$ cat src/lmfls_pkg.sv
// ============================================================================
// LED matrix frame loader package
// Shared constants, the store control group and the row select table.
// ============================================================================
`default_nettype none

package lmfls_pkg;

  // Default number of 8-row frames held in the frame store.
  localparam int unsigned MaxFramesDef = 8;

  // Byte that marks the first three places of a header group.
  localparam logic [7:0] HeaderMark = 8'h2A;

  // Row drive with every row switched off.
  localparam logic [7:0] RowOff = 8'hFF;

  // Control group from the scan/load logic to the frame store.
  typedef struct packed {
    logic clear;   // forget all stored bytes (new header)
    logic wr_en;   // store one payload byte
    logic rd_en;   // read one row byte for a scan tick
  } store_ctl_t;

  // Active-low one-hot row select: row 0 drives the top bit low.
  function automatic logic [7:0] row_select(input logic [2:0] row);
    logic [7:0] sel;
    unique case (row)
      3'd0:    sel = 8'h7f;
      3'd1:    sel = 8'hbf;
      3'd2:    sel = 8'hdf;
      3'd3:    sel = 8'hef;
      3'd4:    sel = 8'hf7;
      3'd5:    sel = 8'hfb;
      3'd6:    sel = 8'hfd;
      3'd7:    sel = 8'hfe;
      default: sel = RowOff;
    endcase
    return sel;
  endfunction

endpackage

`default_nettype wire

$ cat src/lmfls_frame_store.sv
// ============================================================================
// LED matrix frame store
// Single-port-write, registered-read byte memory with a fill count that
// stands in for the all-zero state after reset or a new header.
// ============================================================================
`default_nettype none

module lmfls_frame_store #(
  parameter int unsigned MaxFrames = lmfls_pkg::MaxFramesDef,
  parameter int unsigned AddrW     = $clog2(MaxFrames * 8)
) (
  input  wire                    clk_i,
  input  wire                    rst_ni,
  input  lmfls_pkg::store_ctl_t  ctl_i,
  input  wire  [AddrW-1:0]       waddr_i,
  input  wire  [7:0]             wdata_i,
  input  wire  [AddrW-1:0]       raddr_i,
  output logic [7:0]             rdata_o,
  output logic                   rd_hit_o
);
  import lmfls_pkg::*;

  localparam int unsigned Depth = MaxFrames * 8;

  logic [7:0]     mem [Depth];
  logic [AddrW:0] fill_q, fill_d;
  logic [7:0]     rdata_q;
  logic           rd_hit_q;

  // Bytes are always written in order from address 0, so every entry below
  // the fill count holds loaded data and every entry at or above it reads as zero.
  always_comb begin
    fill_d = fill_q;
    if (ctl_i.clear) begin
      fill_d = '0;
    end else if (ctl_i.wr_en) begin
      fill_d = fill_q + 1'b1;
    end
  end

  always_ff @(posedge clk_i or negedge rst_ni) begin
    if (!rst_ni) begin
      fill_q   <= '0;
      rd_hit_q <= 1'b0;
    end else begin
      fill_q <= fill_d;
      if (ctl_i.rd_en) begin
        rd_hit_q <= ({1'b0, raddr_i} < fill_q);
      end
    end
  end

  // Memory write port.
  always_ff @(posedge clk_i) begin
    if (ctl_i.wr_en) begin
      mem[waddr_i] <= wdata_i;
    end
  end

  // Memory read port, registered; data holds until the next read.
  always_ff @(posedge clk_i) begin
    if (ctl_i.rd_en) begin
      rdata_q <= mem[raddr_i];
    end
  end

  assign rdata_o  = rdata_q;
  assign rd_hit_o = rd_hit_q;

endmodule

`default_nettype wire

$ cat src/led_matrix_frame_loader_scanner.sv
// ============================================================================
// LED matrix frame loader and row scanner
// Loads frames from received bytes and scans them out one row per tick.
// ============================================================================
// The block takes one item per clock cycle while its input is not stalled,
// either a received byte or a scan tick, and returns exactly one result item
// for each, through the registered read of the frame store and then the
// output register. A stall on the output holds the pipeline; the input stall
// rises only when both the read stage and the output register are full and
// the output is stalled. Bytes are gathered in groups of eight; a group
// starting with three 0x2A bytes is a header that sets the byte count and
// repeats per frame and restarts loading. The frame store keeps MaxFrames
// frames of eight rows; a fill count makes it read as zero after reset or a
// header, so no clearing pass is needed and the block is ready as soon as
// reset is released.
`default_nettype none

module led_matrix_frame_loader_scanner #(
  parameter int unsigned MaxFrames = lmfls_pkg::MaxFramesDef
) (
  input  wire        clk_i,
  input  wire        rst_ni,
  input  wire        in_valid_i,
  output logic       in_stall_o,
  input  wire        func_i,
  input  wire  [7:0] rx_byte_i,
  output logic       out_valid_o,
  input  wire        out_stall_i,
  output logic [7:0] row_drive_o,
  output logic [7:0] column_data_o,
  output logic       display_valid_o,
  output logic       loading_o,
  output logic       header_accepted_o,
  output logic       load_done_o
);
  import lmfls_pkg::*;

  localparam int unsigned AddrW = $clog2(MaxFrames * 8);
  localparam int unsigned FcW   = $clog2(MaxFrames + 1);

  // --------------------------------------------------------------------------
  // State registers
  // --------------------------------------------------------------------------
  logic              phase_q, phase_d;
  logic [7:0]        group_q [6];
  logic [2:0]        pos_q, pos_d;
  logic [15:0]       len_q, len_d;
  logic [7:0]        rep_q, rep_d;
  logic [12:0]       ld_frame_q, ld_frame_d;
  logic [2:0]        ld_row_q, ld_row_d;
  logic [FcW-1:0]    sh_frame_q, sh_frame_d;
  logic [7:0]        sh_rep_q, sh_rep_d;
  logic [2:0]        sh_row_q, sh_row_d;

  // Read stage and output register.
  logic              s1_valid_q, s1_valid_d;
  logic [7:0]        s1_row_q;
  logic              s1_disp_q, s1_load_q, s1_hdr_q, s1_done_q;
  logic              o_valid_q, o_valid_d;
  logic [7:0]        o_row_q, o_col_q;
  logic              o_disp_q, o_load_q, o_hdr_q, o_done_q;

  logic              accept, s1_adv;
  logic              is_header, shown;
  logic              hdr_pulse, done_pulse;
  logic [7:0]        row_sel;
  logic [12:0]       frames_avail;
  logic [FcW-1:0]    n_frames;
  logic [FcW-1:0]    f_cur;
  logic [7:0]        rp_cur, rp_next;
  logic [12:0]       ld_frame_inc;
  logic [15:0]       waddr_wide;
  logic [FcW+2:0]    raddr_wide;
  store_ctl_t        st_ctl;
  logic [7:0]        st_rdata;
  logic              st_hit;

  // --------------------------------------------------------------------------
  // Handshake: the read stage moves on when the output register is free.
  // --------------------------------------------------------------------------
  assign s1_adv     = s1_valid_q && (!o_valid_q || !out_stall_i);
  assign in_stall_o = s1_valid_q && !s1_adv;
  assign accept     = in_valid_i && !in_stall_o;

  // Frames available for display: min(count / 8, MaxFrames).
  assign frames_avail = len_q[15:3];
  assign n_frames     = (frames_avail > 13'(MaxFrames)) ? FcW'(MaxFrames)
                                                        : frames_avail[FcW-1:0];

  // A header completes on the eighth byte of a group in header phase.
  assign is_header = (pos_q == 3'd7) && (group_q[0] == HeaderMark) &&
                     (group_q[1] == HeaderMark) && (group_q[2] == HeaderMark);

  // Scan position with stale values from an older header restarted.
  assign f_cur   = (sh_frame_q >= n_frames) ? '0 : sh_frame_q;
  assign rp_cur  = (sh_rep_q >= rep_q) ? '0 : sh_rep_q;
  assign rp_next = rp_cur + 8'd1;
  assign shown   = (n_frames != '0) && (rep_q != 8'd0);
  assign row_sel = row_select(sh_row_q);

  assign ld_frame_inc = ld_frame_q + 13'd1;
  assign waddr_wide   = {ld_frame_q, ld_row_q};
  assign raddr_wide   = {f_cur, sh_row_q};

  // --------------------------------------------------------------------------
  // Item processing: header gathering, payload loading and row scanning.
  // --------------------------------------------------------------------------
  always_comb begin
    phase_d    = phase_q;
    pos_d      = pos_q;
    len_d      = len_q;
    rep_d      = rep_q;
    ld_frame_d = ld_frame_q;
    ld_row_d   = ld_row_q;
    sh_frame_d = sh_frame_q;
    sh_rep_d   = sh_rep_q;
    sh_row_d   = sh_row_q;
    hdr_pulse  = 1'b0;
    done_pulse = 1'b0;
    st_ctl     = '0;

    if (accept && !func_i) begin
      if (!phase_q) begin
        pos_d = pos_q + 3'd1;
        if (is_header) begin
          len_d        = {group_q[4], group_q[3]};
          rep_d        = group_q[5];
          ld_frame_d   = '0;
          ld_row_d     = '0;
          phase_d      = 1'b1;
          hdr_pulse    = 1'b1;
          st_ctl.clear = 1'b1;
        end
      end else begin
        // Bytes for frames beyond the store are counted but dropped.
        st_ctl.wr_en = (ld_frame_q < 13'(MaxFrames));
        ld_row_d     = ld_row_q + 3'd1;
        if (ld_row_q == 3'd7) begin
          ld_frame_d = ld_frame_inc;
        end
        if (ld_frame_d == len_q[15:3]) begin
          ld_frame_d = '0;
          ld_row_d   = '0;
          phase_d    = 1'b0;
          done_pulse = 1'b1;
        end
      end
    end else if (accept && func_i && shown) begin
      st_ctl.rd_en = 1'b1;
      sh_frame_d   = f_cur;
      sh_rep_d     = rp_cur;
      sh_row_d     = sh_row_q + 3'd1;
      if (sh_row_q == 3'd7) begin
        if (rp_next >= rep_q) begin
          sh_rep_d   = '0;
          sh_frame_d = (f_cur + 1'b1 >= n_frames) ? '0 : f_cur + 1'b1;
        end else begin
          sh_rep_d = rp_next;
        end
      end
    end
  end

  // Control registers.
  always_ff @(posedge clk_i or negedge rst_ni) begin
    if (!rst_ni) begin
      phase_q    <= 1'b0;
      pos_q      <= '0;
      len_q      <= '0;
      rep_q      <= '0;
      ld_frame_q <= '0;
      ld_row_q   <= '0;
      sh_frame_q <= '0;
      sh_rep_q   <= '0;
      sh_row_q   <= '0;
    end else begin
      phase_q    <= phase_d;
      pos_q      <= pos_d;
      len_q      <= len_d;
      rep_q      <= rep_d;
      ld_frame_q <= ld_frame_d;
      ld_row_q   <= ld_row_d;
      sh_frame_q <= sh_frame_d;
      sh_rep_q   <= sh_rep_d;
      sh_row_q   <= sh_row_d;
    end
  end

  // Header group bytes; only the first six places of a group are kept.
  always_ff @(posedge clk_i) begin
    if (accept && !func_i && !phase_q && (pos_q < 3'd6)) begin
      group_q[pos_q] <= rx_byte_i;
    end
  end

  // --------------------------------------------------------------------------
  // Frame store
  // --------------------------------------------------------------------------
  lmfls_frame_store #(
    .MaxFrames (MaxFrames),
    .AddrW     (AddrW)
  ) u_store (
    .clk_i    (clk_i),
    .rst_ni   (rst_ni),
    .ctl_i    (st_ctl),
    .waddr_i  (waddr_wide[AddrW-1:0]),
    .wdata_i  (rx_byte_i),
    .raddr_i  (raddr_wide[AddrW-1:0]),
    .rdata_o  (st_rdata),
    .rd_hit_o (st_hit)
  );

  // --------------------------------------------------------------------------
  // Read stage: side fields wait here for the store read data.
  // --------------------------------------------------------------------------
  always_comb begin
    s1_valid_d = s1_valid_q;
    if (accept) begin
      s1_valid_d = 1'b1;
    end else if (s1_adv) begin
      s1_valid_d = 1'b0;
    end
  end

  always_ff @(posedge clk_i or negedge rst_ni) begin
    if (!rst_ni) begin
      s1_valid_q <= 1'b0;
    end else begin
      s1_valid_q <= s1_valid_d;
    end
  end

  always_ff @(posedge clk_i) begin
    if (accept) begin
      s1_disp_q <= func_i && shown;
      s1_row_q  <= (func_i && shown) ? row_sel : RowOff;
      s1_load_q <= phase_d;
      s1_hdr_q  <= hdr_pulse;
      s1_done_q <= done_pulse;
    end
  end

  // --------------------------------------------------------------------------
  // Output register
  // --------------------------------------------------------------------------
  always_comb begin
    o_valid_d = o_valid_q;
    if (s1_adv) begin
      o_valid_d = 1'b1;
    end else if (!out_stall_i) begin
      o_valid_d = 1'b0;
    end
  end

  always_ff @(posedge clk_i or negedge rst_ni) begin
    if (!rst_ni) begin
      o_valid_q <= 1'b0;
    end else begin
      o_valid_q <= o_valid_d;
    end
  end

  // Entries past the fill count read as zero.
  always_ff @(posedge clk_i) begin
    if (s1_adv) begin
      o_row_q  <= s1_row_q;
      o_col_q  <= (s1_disp_q && st_hit) ? st_rdata : 8'd0;
      o_disp_q <= s1_disp_q;
      o_load_q <= s1_load_q;
      o_hdr_q  <= s1_hdr_q;
      o_done_q <= s1_done_q;
    end
  end

  assign out_valid_o       = o_valid_q;
  assign row_drive_o       = o_row_q;
  assign column_data_o     = o_col_q;
  assign display_valid_o   = o_disp_q;
  assign loading_o         = o_load_q;
  assign header_accepted_o = o_hdr_q;
  assign load_done_o       = o_done_q;

endmodule

`default_nettype wire

$ cat config.mk
export PLATFORM = sky130hd
export DESIGN_NAME = led_matrix_frame_loader_scanner
export DESIGN_NICKNAME = d
export VERILOG_FILES = /design/src/lmfls_pkg.sv /design/src/lmfls_frame_store.sv /design/src/led_matrix_frame_loader_scanner.sv
export SDC_FILE = /design/constraint.sdc
export NUM_CORES = 1
export LEC_CHECK = 0
export BUFFER_PORTS_ARGS = -buffer_cell sky130_fd_sc_hd__buf_4
export CORE_UTILIZATION = 55
export DETAILED_ROUTE_END_ITERATION = 16
export PLACE_DENSITY = 0.71
export RECOVER_POWER = 100
export SETUP_SLACK_MARGIN = 0.4
export SYNTH_ARGS = -nofsm -noshare
export SYNTH_HDL_FRONTEND = slang
export SYNTH_SLANG_ARGS = --single-unit
$ cat constraint.sdc
create_clock -name clk_i -period 13.15 [get_ports clk_i]
set_input_delay 3.945 -clock clk_i [delete_from_list [all_inputs] [get_ports clk_i]]
set_output_delay 3.945 -clock clk_i [all_outputs]
set_load 0.02 [all_outputs]
==> flow_summary.ini <==
[grt]
grt_pass1_wl_um = 87240
grt_pass1_vias = 14080
grt_max_degree = 82
grt_overflow_total = 0
antenna_found_initial = 2
grt_use_total = 0.2359

[die]
die_w_um = 224.8
core_um2 = 48950
io_pins = 35
placementRows = 81
die_y_um = 224.8
die_area_um2 = 50540
start_util = 0.5578

[setup_path]
critPathKind = input pin to output pin
cp-start-kind = input pin
critPathCaptureType = output pin
worstPathRequired_ps = 9200
arrival_ps = 4530
critPathMaxFanout = 5

[route]
top_layer_used = met4
vias = 14020
firstDrtPassIters = 5
routed-wl-met2_um = 27000
wl_met3_um = 4610
drt-total-wl_um = 57410
via_per_inst = 6.156
detail_route.wirelength.met1_um = 24450
avgRoutedWirePerCell_um = 25.20
drtIter0Drc = 1384
drc_errors = 0
postRouteAntennaNets = 0

[timing]
timing.final.crit_share = 0.6447
finalHoldViolations = 0
fin_setup_tns_ps = 0
finalCriticalPeriod_ps = 8478
relSlewSlack = -1.547
slew_violations = 745
worst_slew_pin_slew_ps = 3821
setup_viol = 0
rsz0062_at_grt = false
fmax_mhz = 118.0
fin_ws_ps = 4672
skew_ps = 26.09

[synthesis]
synth_cells = 1523
seq_area_frac_synth = 0.7170
postSynthAreaPerCell_um2 = 17.93
yosysWarnings = 0
synth_nets = 1579
synthTopCellsByCount = edfxtp_1 (597), mux4_2 (136), nor2_1 (103), nand2_1 (82), dfrtp_1 (66)
netlist_area_um2 = 27300
yosys_most_used_dff = edfxtp_1
ys_ff_latch = 663
ys_async_sr_fraction = 0.09955
synth_cell_type_count = 76
synth_top_area_frac = 0.6566
synthMostInstantiatedCell = edfxtp_1
synth-edff-count = 597
yosysTopAreaCell = edfxtp_1
synthTopCellsByArea = edfxtp_1 (66%), mux4_2 (11%), dfrtp_1 (6.0%)

[finish]
diodes = 0
final_cells = 2278
fin_nets = 1617
syn2layout_area_growth_pct = 10.44
final_area_um2 = 30160
drive_above_1_share = 0.1741

[clocking]
numCtsBuffers = 67
path_clk_slew_ps = 60
clkSinkCount = 663
clock_path_buffers = 3
h-tree-depth = 3
clock_latency_ps = 610
cts-root-buf = clkbuf_16
cts_setup_buffers = 0
cts_hold_buf = 0
cts_tree = built
cts.repair.resized = 0

[outcome]
status = finished, violations left
violations = max-capacitance violations, max-slew violations

[place]
gp_congestion = 0.8597
placed_cells = 2156
place_area_um2 = 28110
io_buffers = 34
hpwl_um = 33560
pre_cts_ws_ps = 4781

[hold_path]
hold_path.class = flop to flop

[power_and_ir_drop]
p_leak_nw = 10.22
power.density_nw_per_um2 = 142.7
worst_ir_drop_vdd_v = 0.0001084

[job]
maxCapViolCount = 13
## sequential cells by signal, indices dropped and copies added, names as in the netlist, 3 cells and up
signal / flops
column_data_o: 8
pos_q: 3
len_q: 13
ld_row_q: 3
sh_row_q: 3
u_store.fill_q: 7
sh_rep_q: 8
group_q: 45
u_store.rdata_o: 8
ld_frame_q: 13
rep_q: 8
row_drive_o: 8
s1_row_q: 8
u_store.mem: 512
sh_frame_q: 4
## layer usage
| layer | vias to the layer above | GRT usage |
|---|---|---|
| li1 | 6186 | - |
| met5 | - | 0 |
| met2 | 548 | 0.3618 |
| met1 | 7203 | 0.3336 |
| met4 | 0 | 0.07900 |
| met3 | 87 | 0.05852 |
## cells by family after synthesis
| family | share of synthesized area |
|---|---|
| compound gates | 0.05009 |
| simple gates | 0.06177 |
| flops | 0.7170 |
| xor+xnor | 0.008019 |
| fa+ha+maj | 0.01970 |
| buf+inv | 0.01764 |
| mux | 0.1257 |
## final cells by class
type | instances | area [µm²]
clock buffers | 92 | 1864
repair buffers | 45 | 198.9
fillers | 3441 | 18800
inverters | 28 | 105.1
flip-flops and latches | 663 | 19590
well taps | 664 | 830.8
multi-input cells | 756 | 7231
clock inverters | 30 | 335.3
## path summary, 6_finish.rpt
path | startpoint | endpoint | slack, ps | cells after the start
setup / recovery | out_stall_i | in_stall_o | 4670 | 4
hold / removal | s1_row_q[5] | row_drive_o[5] | 410 | 0
setup reg to reg | len_q[10] | u_store.rdata_o[7] | 7310 | 12
hold reg to reg | s1_row_q[5] | row_drive_o[5] | 410 | 0
max in group asynchronous | rst_ni | sh_row_q[0] | 5960 | 1
min in group asynchronous | rst_ni | phase_q | 4610 | 1
## worst max-delay path, cell delays in order
cell	delay (ps)
clkbuf_1	110
nand3_1	160
inv_1	80
clkbuf_1	230
## where the power goes
group | leakage (nW) | internal, mW | switching [mW]
clock network | 1.07 | 1.12 | 0.786
logic | 2.96 | 0.00944 | 0.0562
registers | 6.19 | 2.32 | 0.0114
## metrics by stage
step                hold slack [ps]  utilization  total power, mW
finish                        411.0       0.6160            4.303
global route                  425.8       0.6160            4.418
CTS                           409.5       0.6192            4.329
detailed placement            404.5       0.5743            2.444
global placement              401.9       0.5743            2.439
floorplan                     400.3            -            2.389
## placed cells by master (no fill, tap or decap), drive strengths merged, types with 11 or more instances in the layout
| cell type | count |
|---|---|
| mux2 | 16 |
| clkinv | 20 |
| edfxtp | 597 |
| clkbuf | 129 |
| a21o | 19 |
| nand3 | 27 |
| xnor2 | 15 |
| nand4 | 11 |
| mux2i | 19 |
| and2 | 32 |
| ha | 43 |
| dfrtp | 66 |
| nand2b | 14 |
| a21oi | 35 |
| nand2 | 83 |
| and3 | 16 |
| a211oi | 25 |
| nor2 | 104 |
| o21ai | 20 |
| inv | 30 |
| mux4 | 136 |
(Power assumes the default switching activity.)
